<file path="config.mk">
export PLATFORM = sky130hd
export DESIGN_NAME = spq_cell
export DESIGN_NICKNAME = d
export VERILOG_FILES = /design/src/design/spq_pkg.sv /design/src/design/spq_cell.sv
export SDC_FILE = /design/constraint.sdc
export NUM_CORES = 1
export LEC_CHECK = 0
export ABC_AREA = 1
export BUFFER_PORTS_ARGS = -buffer_cell sky130_fd_sc_hd__clkbuf_2
export CORE_ASPECT_RATIO = 1.2
export CORE_MARGIN = 2
export CORE_UTILIZATION = 30
export DETAILED_ROUTE_END_ITERATION = 10
export HOLD_SLACK_MARGIN = 0.03
export PLACE_DENSITY = 0.61
export SLEW_MARGIN = 30
export SYNTH_ARGS = -nofsm -noshare
export SYNTH_HDL_FRONTEND = slang
export SYNTH_SLANG_ARGS = --single-unit
</file>
<file path="constraint.sdc">
create_clock -name clk_i -period 5.7 [get_ports clk_i]
set_input_delay 1.14 -clock clk_i [delete_from_list [all_inputs] [get_ports clk_i]]
set_output_delay 1.14 -clock clk_i [all_outputs]
set_load 0.03 [all_outputs]
</file>
<file path="src/design/spq_pkg.sv">
// Shared types, widths and command codes for the sorted priority queue with prune.
package spq_pkg;

  localparam int KEY_BITS   = 32;
  localparam int TAG_BITS   = 16;
  localparam int COUNT_BITS = 7;
  localparam int DEPTH_DEF  = 64;

  localparam logic [1:0] CMD_INSERT = 2'd0;
  localparam logic [1:0] CMD_POP    = 2'd1;
  localparam logic [1:0] CMD_PRUNE  = 2'd2;

  typedef struct packed {
    logic [1:0]                 command;
    logic signed [KEY_BITS-1:0] primary_key;
    logic signed [KEY_BITS-1:0] secondary_key;
    logic [TAG_BITS-1:0]        entry_tag;
    logic signed [KEY_BITS-1:0] bound_value;
  } spq_in_t;

  typedef struct packed {
    logic                       head_valid;
    logic [TAG_BITS-1:0]        head_tag;
    logic signed [KEY_BITS-1:0] head_primary;
    logic signed [KEY_BITS-1:0] head_secondary;
    logic [COUNT_BITS-1:0]      entry_count;
    logic                       overflow;
  } spq_out_t;

  typedef struct packed {
    logic signed [KEY_BITS-1:0] primary;
    logic signed [KEY_BITS-1:0] secondary;
    logic [TAG_BITS-1:0]        tag;
  } spq_entry_t;

  // broadcast to every cell for the word being accepted
  typedef struct packed {
    logic [1:0]                 cmd;
    spq_entry_t                 entry;
    logic signed [KEY_BITS-1:0] bound;
  } spq_ctrl_t;

endpackage

</file>
<file path="src/design/spq_cell.sv">
// One queue cell: holds an entry, compares it with the broadcast key, shifts with neighbors.
module spq_cell import spq_pkg::*; #(
  parameter int DEPTH = DEPTH_DEF,
  parameter int IDX   = 0
) (
  input  logic                         clk_i,
  input  logic                         en_i,
  input  spq_ctrl_t                    ctrl_i,
  input  logic [$clog2(DEPTH+1)-1:0]   count_i,
  input  spq_entry_t                   left_entry_i,
  input  logic                         left_gt_i,
  input  logic                         left_lt_i,
  input  spq_entry_t                   right_entry_i,
  output spq_entry_t                   entry_o,
  output logic                         gt_o,
  output logic                         lt_o,
  output logic                         cut_o
);

  localparam int CNT_W = $clog2(DEPTH+1);

  spq_entry_t entry_q, entry_d;
  logic       occ;

  assign occ = (count_i > CNT_W'(IDX));

  // lexicographic (primary, secondary) greater-than against the new entry
  assign gt_o = occ && (($signed(entry_q.primary) > $signed(ctrl_i.entry.primary)) ||
                        (($signed(entry_q.primary) == $signed(ctrl_i.entry.primary)) &&
                         ($signed(entry_q.secondary) > $signed(ctrl_i.entry.secondary))));

  assign lt_o  = ($signed(entry_q.primary) < $signed(ctrl_i.bound));
  // first held entry at or above the prune bound
  assign cut_o = occ && !lt_o && left_lt_i;

  always_comb begin
    entry_d = entry_q;
    case (ctrl_i.cmd)
      CMD_INSERT: begin
        if (left_gt_i) begin
          entry_d = left_entry_i;
        end else if (gt_o || !occ) begin
          entry_d = ctrl_i.entry;
        end
      end
      CMD_POP: begin
        entry_d = right_entry_i;
      end
      default: begin
        entry_d = entry_q;
      end
    endcase
  end

  always_ff @(posedge clk_i) begin
    if (en_i) begin
      entry_q <= entry_d;
    end
  end

  assign entry_o = entry_q;

endmodule

</file>
# Word-level counts from Yosys, hierarchy flattened
# Index checks and enable logic that the tools add are counted.
# word_totals
output_inout_bits	83
reg_bits	80
word_cells	24
in_bits	285
rom_bits	0
latch_bits	0
n_memories	0
mem_bits_rw	0
# classes
mul	0
bitwise_logic	0
n_reduce_logical	11
magnitude_cmp	4
n_addsub	0
mux	3
n_eq_ne	3
div_mod_pow	0
shift	0
# ops
operator	n
80-bit two-way mux	2
80-bit one-hot mux with 2 select lines	1
32-bit > comparator	2
32-bit equality test	1
32-bit < comparator	1
7-bit by 1-bit > comparator with 1-bit output (second input constant)	1
1-bit logical AND	4
3-bit != test (second input constant)	1
3-bit AND reduction	1
2-bit by 1-bit equality test with 1-bit output (second input constant)	1
1-bit zero test	2
2-bit zero test	1
1-bit logical OR	2
2-bit nonzero test	1

# Depth between registers and ports, before layout
# depth
ltp_word	8
ltp_mapped	19
ltp_nobuf	19

# Worst setup path before layout
# No wires, ideal clock.
# synth_timing
kind	input to register
startpoint	input ctrl_i[97] (netlist bit)
endpoint	register entry_q (netlist bit entry_o[0]) (enable)
n_path_buf	0
arrival_ns	3.819
path_slack_ns	1.447
required_time_ns	5.266
setup_ns	0.434
cell_stages	15
path_cell_list	inv_1 > ha_1 > nand2_1 > nand2_1 > nand2_1 > nand2_1 > nand2_1 > nand3_1 > a21oi_1 > nand3_1 > nand2_1 > nand2_1 > nand3_1 > nand2_1 > inv_1
# synth_between
elab_chain_len	7
word_cells_on_any_way	8
cone_classes	order compare (1); eq/ne (2); reduce/logical (5)
# synth_lines
element	line_no	source
from (decl)	spq_cell.sv:8	input spq_ctrl_t ctrl_i,
branches (longest 2 deep; another with 32-bit > comparator)	--	
1-bit logical OR (*)	spq_cell.sv:28	assign gt_o = occ && (($signed(entry_q.primary) > $signed(ctrl_i.entry.primary)) ||
1-bit logical AND (*)	spq_cell.sv:28	
1-bit logical OR (*)	spq_cell.sv:42	end else if (gt_o || !occ) begin
3-bit != test (no line) (*)	--	
3-bit AND reduction (no line) (*)	--	
to (signal assigned)	spq_cell.sv:57	entry_q <= entry_d;
to (decl)	spq_cell.sv:22	spq_entry_t entry_q, entry_d;
# Every way passes the cells marked *.
# A chain may end at the register's enable or synchronous reset.

# Worst setup path after layout
# layout_timing
startpoint	input ctrl_i[79] (netlist bit)
endpoint	output gt_o
# layout_between
elab_chain_len	4
# layout_lines
element	line_no	source
32-bit > comparator	spq_cell.sv:30	($signed(entry_q.secondary) > $signed(ctrl_i.entry.secondary))));
1-bit logical AND	spq_cell.sv:29	(($signed(entry_q.primary) == $signed(ctrl_i.entry.primary)) &&
1-bit logical OR	spq_cell.sv:28	
1-bit logical AND	spq_cell.sv:28	
to (decl)	spq_cell.sv:15	output logic gt_o,
# No other way between the ends.

==> qor.yml <==
cts:
  numCtsBuffers: 9
  clockBufferDepth: 2
  cts_tree: "done"
  htreeDepth: 3
  cts_sinks: 80
  post-cts-setup-buffers: 0
  cts_resized: 0
  ctsHoldBuffers: 0
  insertion_delay_ps: 340
  clkTransAtPathRegs_ps: 70
  root_buffer: "clkbuf_16"
worst_setup_path:
  critPathKind: "in -> out"
  required_ps: 4560
  worstPathArrival_ps: 2940
  crit_path_end_kind: "output pin"
  crit_path_max_incr_delay_ps: 380
  crit_chain: "clkbuf_2 -> inv_1 -> ha_1 -> nand4_1 -> nor2_1 -> nand3b_1 -> nor2_1 -> a21oi_2 -> nand3_1 -> a21oi_1 -> clkbuf_2"
  r2r_start: "entry_o[47]"
  startpoint_type: "primary input"
  r2r_cells: 11
  critPathLaunch: "ctrl_i[79]"
  crit_fanout: 5
  r2r_end: "entry_o[14]"
  cp_slowest_cell: "ha_1"
  rrSetupSlack_ps: 2480
  critical_path.endpoint: "gt_o"
timing:
  hold_viol: 0
  slew_violations: 0
  maxSlewHeadroom_pct: 40.9
  rsz0062_at_grt: "false"
  tns_ps: 0
  setup_violations: 0
  post-route-period-util_pct: 71.7
  tightest_slew_ps: 878
  setup_slack_ps: 1620
  final.min_clock_period_ps: 4080
  fmax_mhz: 245
  skew_ps: 11.0
grt:
  grt_first_pass_wirelength_mm: 33.5
  overflow: 0
  grt_pass1_vias: 6530
  grt_antenna_before_repair: 0
  grt_util_all_layers_pct: 18.1
  grt_max_degree: 106
synthesis:
  ys_ff_latch: 80
  synth_fa_ha_area_share_pct: 17.9
  synth_compound_area_share_pct: 16.6
  synth-async-reset-ratio_pct: 0
  synth_warnings: 0
  netlist_area_mm2: 0.00665
  synth_edf_count: 80
  synth_xor_area_share_pct: 0
  synth_mux_area_share_pct: 0
  synth_top_area_share_pct: 36.1
  yosysUniqueCellTypes: 28
  syn_avg_cell_area_um2: 7.91
  synth_nets: 1221
  netlist_instances: 841
  seq_area_frac_synth_pct: 36.1
  synth-simple-area-share_pct: 20.1
  synth_top_family_by_area: "simple AND/OR/NAND/NOR gates"
  yosys.area.top_type: "edfxtp_1"
  synth_area_leaders: "edfxtp_1 (36%), ha_1 (18%), nand2_1 (13%)"
  synthFlopType: "edfxtp_1"
routing:
  drtPass1Iterations: 4
  routed_via_density: 4.67
  routedWlPerCell_um: 14.8
  dr_wl_met3_mm: 1.45
  vias: 6853
  met2_length_mm: 11.1
  drtIter0Drc: 275
  drt.antenna.violating_nets: 0
  drc: 0
  met1_length_mm: 8.83
  routed_wl_mm: 21.8
  top_layer: "met4"
finish:
  layout_common_cells: "clkbuf_2 (366), nand2_1 (226), inv_1 (114)"
  largest_reg_flops: 80
  final_common_cell: "clkbuf_2"
  synthToLayoutAreaGrowth_pct: 36.2
  drive_gt1_share_pct: 34.0
  fillers: 2312
  utilization_pct: 41.7
  layout.nets: 1568
  diodes: 0
die:
  fp.coreArea_mm2: 0.0217
  rows: 59
  die_area_mm2: 0.0234
  fp.dieH_um: 167
  io_pins: 368
  fp.dieW_um: 140
  start_util_pct: 30.6
place:
  dpl_worst_slack_ps: 1560
  dpl.hpwl_mm: 17.8
  port_buffers: 367
  gp_congestion: 0.834
pwr:
  power_leakage_uw: 0.00481
  power_density_mw_per_mm2: 207
  ir_worst_vdd_mv: 0.162
status:
  status: "completed"
min_path:
  hp-class: "in -> reg"
run:
  maxCapViolations: 0
[per-stage QoR]
stage               instances  cell area [µm²]  total power, µW  hold slack (ps)
CTS                      1467             9060             1910             1070
floorplan                 841             6650             1050             1340
finish                   1467             9060             1880             1080
detailed placement       1451             8740             1260             1430
global placement         1451             8730             1250             1430
global route             1467             9060             1990             1080
[critical path, delay by kind of cell]
family                     cells  cell delay [ps]
buffers and inverters          3              390
adders and majority gates      1              380
and+or+nand+nor                5              860
AOI/OAI and AO/OA              2              160
[cell families (layout without fill, tap and decap cells)]
logic type	count (synthesis)	count (layout)
AND/OR/NAND/NOR	333	333
AO/OA/AOI/OAI	173	173
buffers and inverters	160	512
adder cells (fa/ha/maj)	95	95
flip-flops	80	80
[cell usage after synthesis (2+ instances only)]
cell type	instances
inv_2	9
o211ai_1	30
ha_1	95
clkbuf_1	19
edfxtp_1	80
o21ai_0	6
inv_1	115
nand4_1	7
a31oi_1	50
nand3_1	12
buf_2	14
nor3_2	4
a21o_1	2
nor2_1	74
nand2_1	227
o21ai_1	4
a21oi_1	45
clkinv_1	2
nand2_2	2
nor3_1	3
o21a_1	34
[final cells by class]
| type | count | area, µm² | area share, % |
|---|---|---|---|
| Tap cell | 274 | 343 | 3.78 |
| Clock buffer | 9 | 225 | 2.49 |
| Sequential cell | 80 | 2400 | 26.5 |
| Inverter | 126 | 474 | 5.23 |
| Multi-Input combinational cell | 601 | 3640 | 40.2 |
| Clock inverter | 7 | 95.1 | 1.05 |
| Timing Repair Buffer | 370 | 1870 | 20.7 |
[report_power, final]
part	leakage [µW]	switching, µW	internal (µW)
logic	0.00390	310	212
registers	0.000746	21.5	697
clock network	0.000157	254	385
[per-layer routing]
metal	up-vias	GRT usage, %
met1	3058	21.1
met4	0	4.52
li1	3540	-
met2	234	33.1
met3	21	4.54
met5	-	0
[worst min path at each step]
stage / from / end / slack [ps] / cells after the start
2_1_floorplan: right_entry_i[49] / entry_o[49] / 1340 / 1
4_1_cts: right_entry_i[77] / entry_o[77] / 1070 / 2
3_3_place_gp: right_entry_i[77] / entry_o[77] / 1430 / 2
5_1_grt: right_entry_i[49] / entry_o[49] / 1080 / 2
6_report: right_entry_i[52] / entry_o[52] / 1080 / 2
3_5_place_dp: right_entry_i[77] / entry_o[77] / 1430 / 2
(Power assumes the default switching activity.)
