[src/design/spq_pkg.sv]
// Shared types, widths and command codes for the sorted priority queue with prune.
package spq_pkg;

  localparam int KEY_BITS   = 32;
  localparam int TAG_BITS   = 16;
  localparam int COUNT_BITS = 7;
  localparam int DEPTH_DEF  = 64;

  localparam logic [1:0] CMD_INSERT = 2'd0;
  localparam logic [1:0] CMD_POP    = 2'd1;
  localparam logic [1:0] CMD_PRUNE  = 2'd2;

  typedef struct packed {
    logic [1:0]                 command;
    logic signed [KEY_BITS-1:0] primary_key;
    logic signed [KEY_BITS-1:0] secondary_key;
    logic [TAG_BITS-1:0]        entry_tag;
    logic signed [KEY_BITS-1:0] bound_value;
  } spq_in_t;

  typedef struct packed {
    logic                       head_valid;
    logic [TAG_BITS-1:0]        head_tag;
    logic signed [KEY_BITS-1:0] head_primary;
    logic signed [KEY_BITS-1:0] head_secondary;
    logic [COUNT_BITS-1:0]      entry_count;
    logic                       overflow;
  } spq_out_t;

  typedef struct packed {
    logic signed [KEY_BITS-1:0] primary;
    logic signed [KEY_BITS-1:0] secondary;
    logic [TAG_BITS-1:0]        tag;
  } spq_entry_t;

  // broadcast to every cell for the word being accepted
  typedef struct packed {
    logic [1:0]                 cmd;
    spq_entry_t                 entry;
    logic signed [KEY_BITS-1:0] bound;
  } spq_ctrl_t;

endpackage

[src/design/spq_cut_enc.sv]
// Turns the one-hot prune boundary flags of the cell row into a cell index.
module spq_cut_enc import spq_pkg::*; #(
  parameter int DEPTH = DEPTH_DEF
) (
  input  logic [DEPTH-1:0]             cut_i,
  output logic                         any_o,
  output logic [$clog2(DEPTH+1)-1:0]   idx_o
);

  localparam int CNT_W = $clog2(DEPTH+1);

  always_comb begin
    idx_o = '0;
    for (int i = 0; i < DEPTH; i++) begin
      if (cut_i[i]) begin
        idx_o = idx_o | CNT_W'(i);
      end
    end
  end

  assign any_o = |cut_i;

endmodule

[config.mk]
export PLATFORM = sky130hd
export DESIGN_NAME = spq_cut_enc
export DESIGN_NICKNAME = d
export VERILOG_FILES = /design/src/design/spq_pkg.sv /design/src/design/spq_cut_enc.sv
export SDC_FILE = /design/constraint.sdc
export NUM_CORES = 1
export LEC_CHECK = 0
export BUFFER_PORTS_ARGS = -buffer_cell sky130_fd_sc_hd__buf_4
export CAP_MARGIN = 25
export CORE_AREA = 10 10 47 49
export DETAILED_ROUTE_END_ITERATION = 7
export DIE_AREA = 0 0 57 59
export PLACE_DENSITY = 0.9
export SETUP_SLACK_MARGIN = 0.3
export SYNTH_ARGS = -nofsm -noshare
export SYNTH_HDL_FRONTEND = slang
export SYNTH_SLANG_ARGS = --single-unit
[constraint.sdc]
create_clock -name vclk -period 2.55
set_input_delay 0.3825 -clock vclk [all_inputs]
set_output_delay 0.3825 -clock vclk [all_outputs]
set_load 0.05 [all_outputs]
# Word level (Yosys, flattened, before mapping)
# Index checks and enable logic that the tools add are counted.
dict set report word_totals {
  ff_bits 0
  in_bits 64
  out_inout_bits 8
  word_cells 64
}
dict set report op_classes {
  mux 63
  n_reduce_logical 1
}
# operator count
set op_table {}
lappend op_table {{6-bit two-way mux} 32}
lappend op_table {{5-bit two-way mux} 16}
lappend op_table {{64-bit OR reduction} 1}
lappend op_table {{4-bit two-way mux} 8}
lappend op_table {{3-bit two-way mux} 4}
lappend op_table {{2-bit two-way mux} 2}
lappend op_table {{1-bit two-way mux} 1}

# Longest topological paths before layout
# Gate-level depths: netlist of run 1.
dict set report depth {
  depth_word 63
  mapped_depth 4
  ltp_nobuf 4
}

# Worst setup path after synthesis of run 1
# Ideal clock, no wire load.
dict set report synth_path {
  kind {input to output}
  from {input cut_i[36]}
  to {output any_o}
  arrival_time_ps 1442
  required_ps 2168
  setup_slack_ps 725
  stages 4
  n_path_buf 0
  path_cell_list {nor4_1 -> nand4_1 -> nor3_1 -> nand3_1}
}
dict set report synth_via {
  elab_chain_len 1
}
# item line_no
set synth_rtl {}
lappend synth_rtl {{start, declared} spq_cut_enc.sv:5} ;# input logic [DEPTH-1:0] cut_i,
lappend synth_rtl {{64-bit OR reduction} spq_cut_enc.sv:21} ;# assign any_o = |cut_i;
lappend synth_rtl {{end, declared} spq_cut_enc.sv:6} ;# output logic any_o,
# Every way passes these cells.

# Worst setup path after layout of run 1
dict set report layout_path {
  from {input cut_i[28]}
  to {output idx_o[4]}
}
dict set report layout_via {
  elab_chain_len 36
}
# item line_no
set layout_rtl {}
lappend layout_rtl {{5-bit two-way mux (4 in a row)} spq_cut_enc.sv:15} ;# if (cut_i[i]) begin
lappend layout_rtl {{6-bit two-way mux (32 in a row)} spq_cut_enc.sv:15}
lappend layout_rtl {{end, declared} spq_cut_enc.sv:7} ;# output logic [$clog2(DEPTH+1)-1:0] idx_o
# Every way passes these cells.

==> results.json, run 1 <==
{
  "ir_drop_uv": 57.5,
  "synth_area_per_cell_sq_um": 6.05,
  "n_clock_buffer": 0,
  "fmax_mhz": 509,
  "synth_area_sq_um": 363,
  "report.final.slew_viol_count": 0,
  "finalCritPeriodShare_pct": 77.0,
  "startpoint_type": "primary input",
  "regArea_sq_um": 0,
  "fin_setup_tns_ns": 0,
  "path_max_fanout": 2,
  "slowest_stage": "nor4_1",
  "firstDrtPassIters": 4,
  "multiInputGateArea_sq_um": 355,
  "grt_max_degree": 4,
  "fp.dieH_um": 59,
  "wire_per_inst_um": 18.4,
  "worst_slack_ns": 0.586,
  "hold_class": "in -> out",
  "synthXorXnorAreaFrac_pct": 0,
  "nFlopsAndLatches": 0,
  "crit_top_cell": "buf_4",
  "layout-drive-gt1-share_pct": 58.5,
  "synth_cell_type_count": 12,
  "drt.antenna.violating_nets": 0,
  "finalWeightedCongestion": 0.920,
  "nFillCells": 141,
  "synth_adder_area_share_pct": 0,
  "synth_top_area_cell": "nor4_1",
  "synth_top_family_by_area": "simple AND/OR/NAND/NOR gates",
  "drc_errors": 0,
  "synth_area_leaders": "nor4_1 38%, nor4_2 17%, nand4_1 10%",
  "maxCapViolCount": 0,
  "coreArea_sq_um": 1400,
  "powerDensity_nw_per_um2": 121,
  "cp.arrival_ns": 1.58,
  "antenna_found_initial": 0,
  "wl_um": 2680,
  "fp-row-count": 14,
  "cpPeakStageDelay_ns": 0.39,
  "path_cells": "buf_4 > nor4_1 > nand2_1 > or3_1 > buf_4",
  "io_buffers": 71,
  "cts_resized": 0,
  "required_ns": 2.17,
  "syn-num-nets": 124,
  "rsz0062_at_grt": "no",
  "grt_overflow": 0,
  "leakagePower_nw": 0.380,
  "grt_pass1_vias": 941,
  "ctsHoldBuffers": 0,
  "dp_hpwl_um": 2510,
  "synth_top_area_share_pct": 37.9,
  "yosys_warnings": 0,
  "hold_depth": 4,
  "synthCells": 60,
  "die_w_um": 57,
  "syn_to_final_growth_pct": 150,
  "dieArea_sq_um": 3360,
  "vias": 829,
  "endpoint_kind": "output pin",
  "setup_viol": 0,
  "start_util_pct": 25.9,
  "status": "finished clean",
  "viasPerCell": 5.68,
  "period_minus_slack_ns": 1.96,
  "synth.mux.area_fraction_pct": 0,
  "yosysSeqAreaShare_pct": 0,
  "power.total_mw": 0.110,
  "hold_viol_final": 0,
  "instances_no_fill": 146,
  "io_pins": 72,
  "place_ws_ns": 0.585,
  "nets": 196,
  "drt_iter0_drc": 16,
  "synthSimpleGateAreaFrac_pct": 96.9,
  "placed_cell_area_sq_um": 908,
  "synth_compound_area_share_pct": 0,
  "diodes": 0,
  "placed_cells": 146,
  "grt_first_pass_wirelength_um": 4000,
  "grt_usage_pct": 13.9,
  "crit_type": "in -> out",
  "post_cts_buffers": 0,
  "stdcell_area_sq_um": 908
}
## logic make-up after synthesis
family                 count (synthesis)
and+or+nand+nor                       58
other                                  1
buffers and inverters                  1
## routing by layer
metal | vias to the layer above | track usage, % | wire, um
met3 | 0 | 4.94 | 322
li1 | 401 | - | -
met1 | 375 | 12.9 | 890
met2 | 53 | 29.5 | 1470
met4 | 0 | 0 | 0
met5 | - | 0 | 0
## power breakdown
part / switching, mW / leakage [nW] / internal (mW) / total, mW
logic: 0.0407 / 0.380 / 0.0696 / 0.110
registers: 0 / 0 / 0 / 0
clock network: 0 / 0 / 0 / 0
total: 0.0407 / 0.380 / 0.0696 / 0.110
## path summary, 6_finish.rpt
check / from / end / slack [ns]
max: cut_i[28] / idx_o[4] / 0.59
min: cut_i[48] / idx_o[5] / 1.14
## worst max-delay path: cells and delay by family
kind / cells / cell delay, ns
buffers and inverters: 2 / 0.31
AND/OR/NAND/NOR: 3 / 0.88
## Yosys cell counts
cell and n:
nor4_2 5, or3_1 2, buf_4 1, conb_1 1, nor2_1 10, nor3_1 1, nand4_1 6, and4_1 1
nand3_1 5, nor4_1 22, nand2_1 5, and3_1 1
## through the flow
step | hold slack (ns) | util [%]
6_report | 1.14 | 64.8
5_1_grt | 1.17 | 64.8
4_1_cts | 1.15 | 64.8
3_5_place_dp | 1.15 | 64.8
3_3_place_gp | 1.15 | 64.8
2_1_floorplan | 1.15 | -
## layout by cell type (no fill, tap or decap)
master / instances
and3_1: 1
and4_1: 1
buf_4: 71
conb_1: 1
nand2_1: 5
nand3_1: 5
nand4_1: 6
nor2_1: 10
nor3_1: 1
nor4_1: 22
nor4_2: 5
or3_1: 2
## final cells by class
type / instances / share of cell area, %
multi-input cells: 59 / 39.1
repair buffers: 71 / 58.7
well taps: 16 / 2.20
(Power assumes the default switching activity.)
==> inputs of run 2 (changes only) <==
--- a/config.mk
+++ b/config.mk
@@ -7,10 +7,10 @@
 export LEC_CHECK = 0
 export BUFFER_PORTS_ARGS = -buffer_cell sky130_fd_sc_hd__buf_4
 export CAP_MARGIN = 25
-export CORE_AREA = 10 10 47 49
+export CORE_MARGIN = 10
+export CORE_UTILIZATION = 26
 export DETAILED_ROUTE_END_ITERATION = 7
-export DIE_AREA = 0 0 57 59
-export PLACE_DENSITY = 0.9
+export PLACE_DENSITY = 0.86
 export SETUP_SLACK_MARGIN = 0.3
 export SYNTH_ARGS = -nofsm -noshare
 export SYNTH_HDL_FRONTEND = slang
==> constraint.sdc (replaced) <==
create_clock -name vclk -period 2
set_input_delay 0.3 -clock vclk [all_inputs]
set_output_delay 0.3 -clock vclk [all_outputs]
set_load 0.05 [all_outputs]
==> results.json, run 2 (synthesized netlist as in run 1, its figures left out) <==
{
  "layout-drive-gt1-share_pct": 68.2,
  "endpoint_kind": "output pin",
  "firstDrtPassIters": 4,
  "diodes": 0,
  "maxCapViolCount": 0,
  "crit_start": "cut_i[44]",
  "grt_first_pass_wirelength_um": 4680,
  "rsz0062_at_grt": "yes",
  "drt_iter0_drc": 24,
  "n_clock_buffer": 0,
  "use_met3_pct": 6.86,
  "hold_viol_final": 0,
  "die_w_um": 57.4,
  "leakagePower_nw": 0.419,
  "fin_hold_ws_ns": 0.984,
  "ir_drop_uv": 116,
  "nFlopsAndLatches": 0,
  "ctsHoldBuffers": 0,
  "status": "finished clean",
  "report.final.slew_viol_count": 0,
  "io_pins": 72,
  "startpoint_type": "primary input",
  "grt_pass1_vias": 1018,
  "final_cell_mix": "69 x buf_4, 11 x nor4_1, 10 x nor4_4, 10 x nor2_1",
  "hp-start": "cut_i[24]",
  "fmax_mhz": 559,
  "io_buffers": 71,
  "syn_to_final_growth_pct": 204,
  "grt_overflow": 0,
  "slowest_stage": "nor4_2",
  "drc_errors": 0,
  "cp.arrival_ns": 1.49,
  "cpPeakStageDelay_ns": 0.35,
  "stdcell_area_sq_um": 1100,
  "wl_um": 3300,
  "layout_commonest_cell": "buf_4",
  "powerDensity_nw_per_um2": 165,
  "grt_use_met2_pct": 33.0,
  "start_util_pct": 27.9,
  "grt_max_degree": 4,
  "fp-row-count": 13,
  "crit_type": "in -> out",
  "wire_per_inst_um": 22.5,
  "antenna_found_initial": 0,
  "setup_viol": 0,
  "power.total_mw": 0.182,
  "coreArea_sq_um": 1300,
  "fp.dieH_um": 57.4,
  "hold_class": "in -> out",
  "vias": 886,
  "path_cells": "buf_4 > nor4_2 > nand4_1 > nor3_2 > nand3_1 > buf_4",
  "nets": 198,
  "busiest_layer": "met2",
  "required_ns": 1.70,
  "finalCritPeriodShare_pct": 89.5,
  "crit_top_cell": "buf_4",
  "dieArea_sq_um": 3290,
  "placed_cell_area_sq_um": 907,
  "viasPerCell": 6.03,
  "finalWeightedCongestion": 0.830,
  "drt.antenna.violating_nets": 0,
  "grt_use_met1_pct": 15.2,
  "grt_usage_pct": 16.7,
  "regArea_sq_um": 0,
  "period_minus_slack_ns": 1.79,
  "fin_setup_tns_ns": 0,
  "path_max_fanout": 2
}
==> run 2: layer usage <==
| layer | vias to the layer above | part of all wire (%) |
|---|---|---|
| li1 | 402 | - |
| met1 | 414 | 31 |
| met2 | 62 | 55 |
| met3 | 8 | 11 |
| met4 | 0 | 2.5 |
| met5 | - | 0 |
==> run 2: cell type report <==
class | count | area (sq um)
timing repair buffer | 73 | 567
multi-input combinational | 59 | 517
fill | 81 | 199
tap | 15 | 18.8
==> run 2: final timing paths <==
path,end,slack [ns],cells past startpoint
max,any_o,0.21,6
min,idx_o[3],0.98,4
==> run 2: repair_timing <==
item,4_1_cts,5_1_grt
pin swaps,1,7
setup buffers,0,2
gates resized for setup,16,11
setup endpoints to repair,5,7
==> run 2: power by group <==
part	internal, mW	leakage, nW	switching (mW)	total (mW)
Combinational	0.101	0.419	0.0803	0.182
Sequential	0	0	0	0
Clock	0	0	0	0
Total	0.101	0.419	0.0803	0.182
==> run 2: stage by stage <==
step,worst slack [ns],std cells,util (%)
2_1_floorplan,0.340,60,-
3_3_place_gp,0.237,145,69.7
3_5_place_dp,0.158,145,69.7
4_1_cts,0.291,145,78.5
5_1_grt,0.157,147,84.7
6_report,0.210,147,84.7
==> run 2: critical path: cells and delay by family <==
kind                   cells  cell delay, ns
buffers and inverters      2            0.33
AND/OR/NAND/NOR            4            0.86
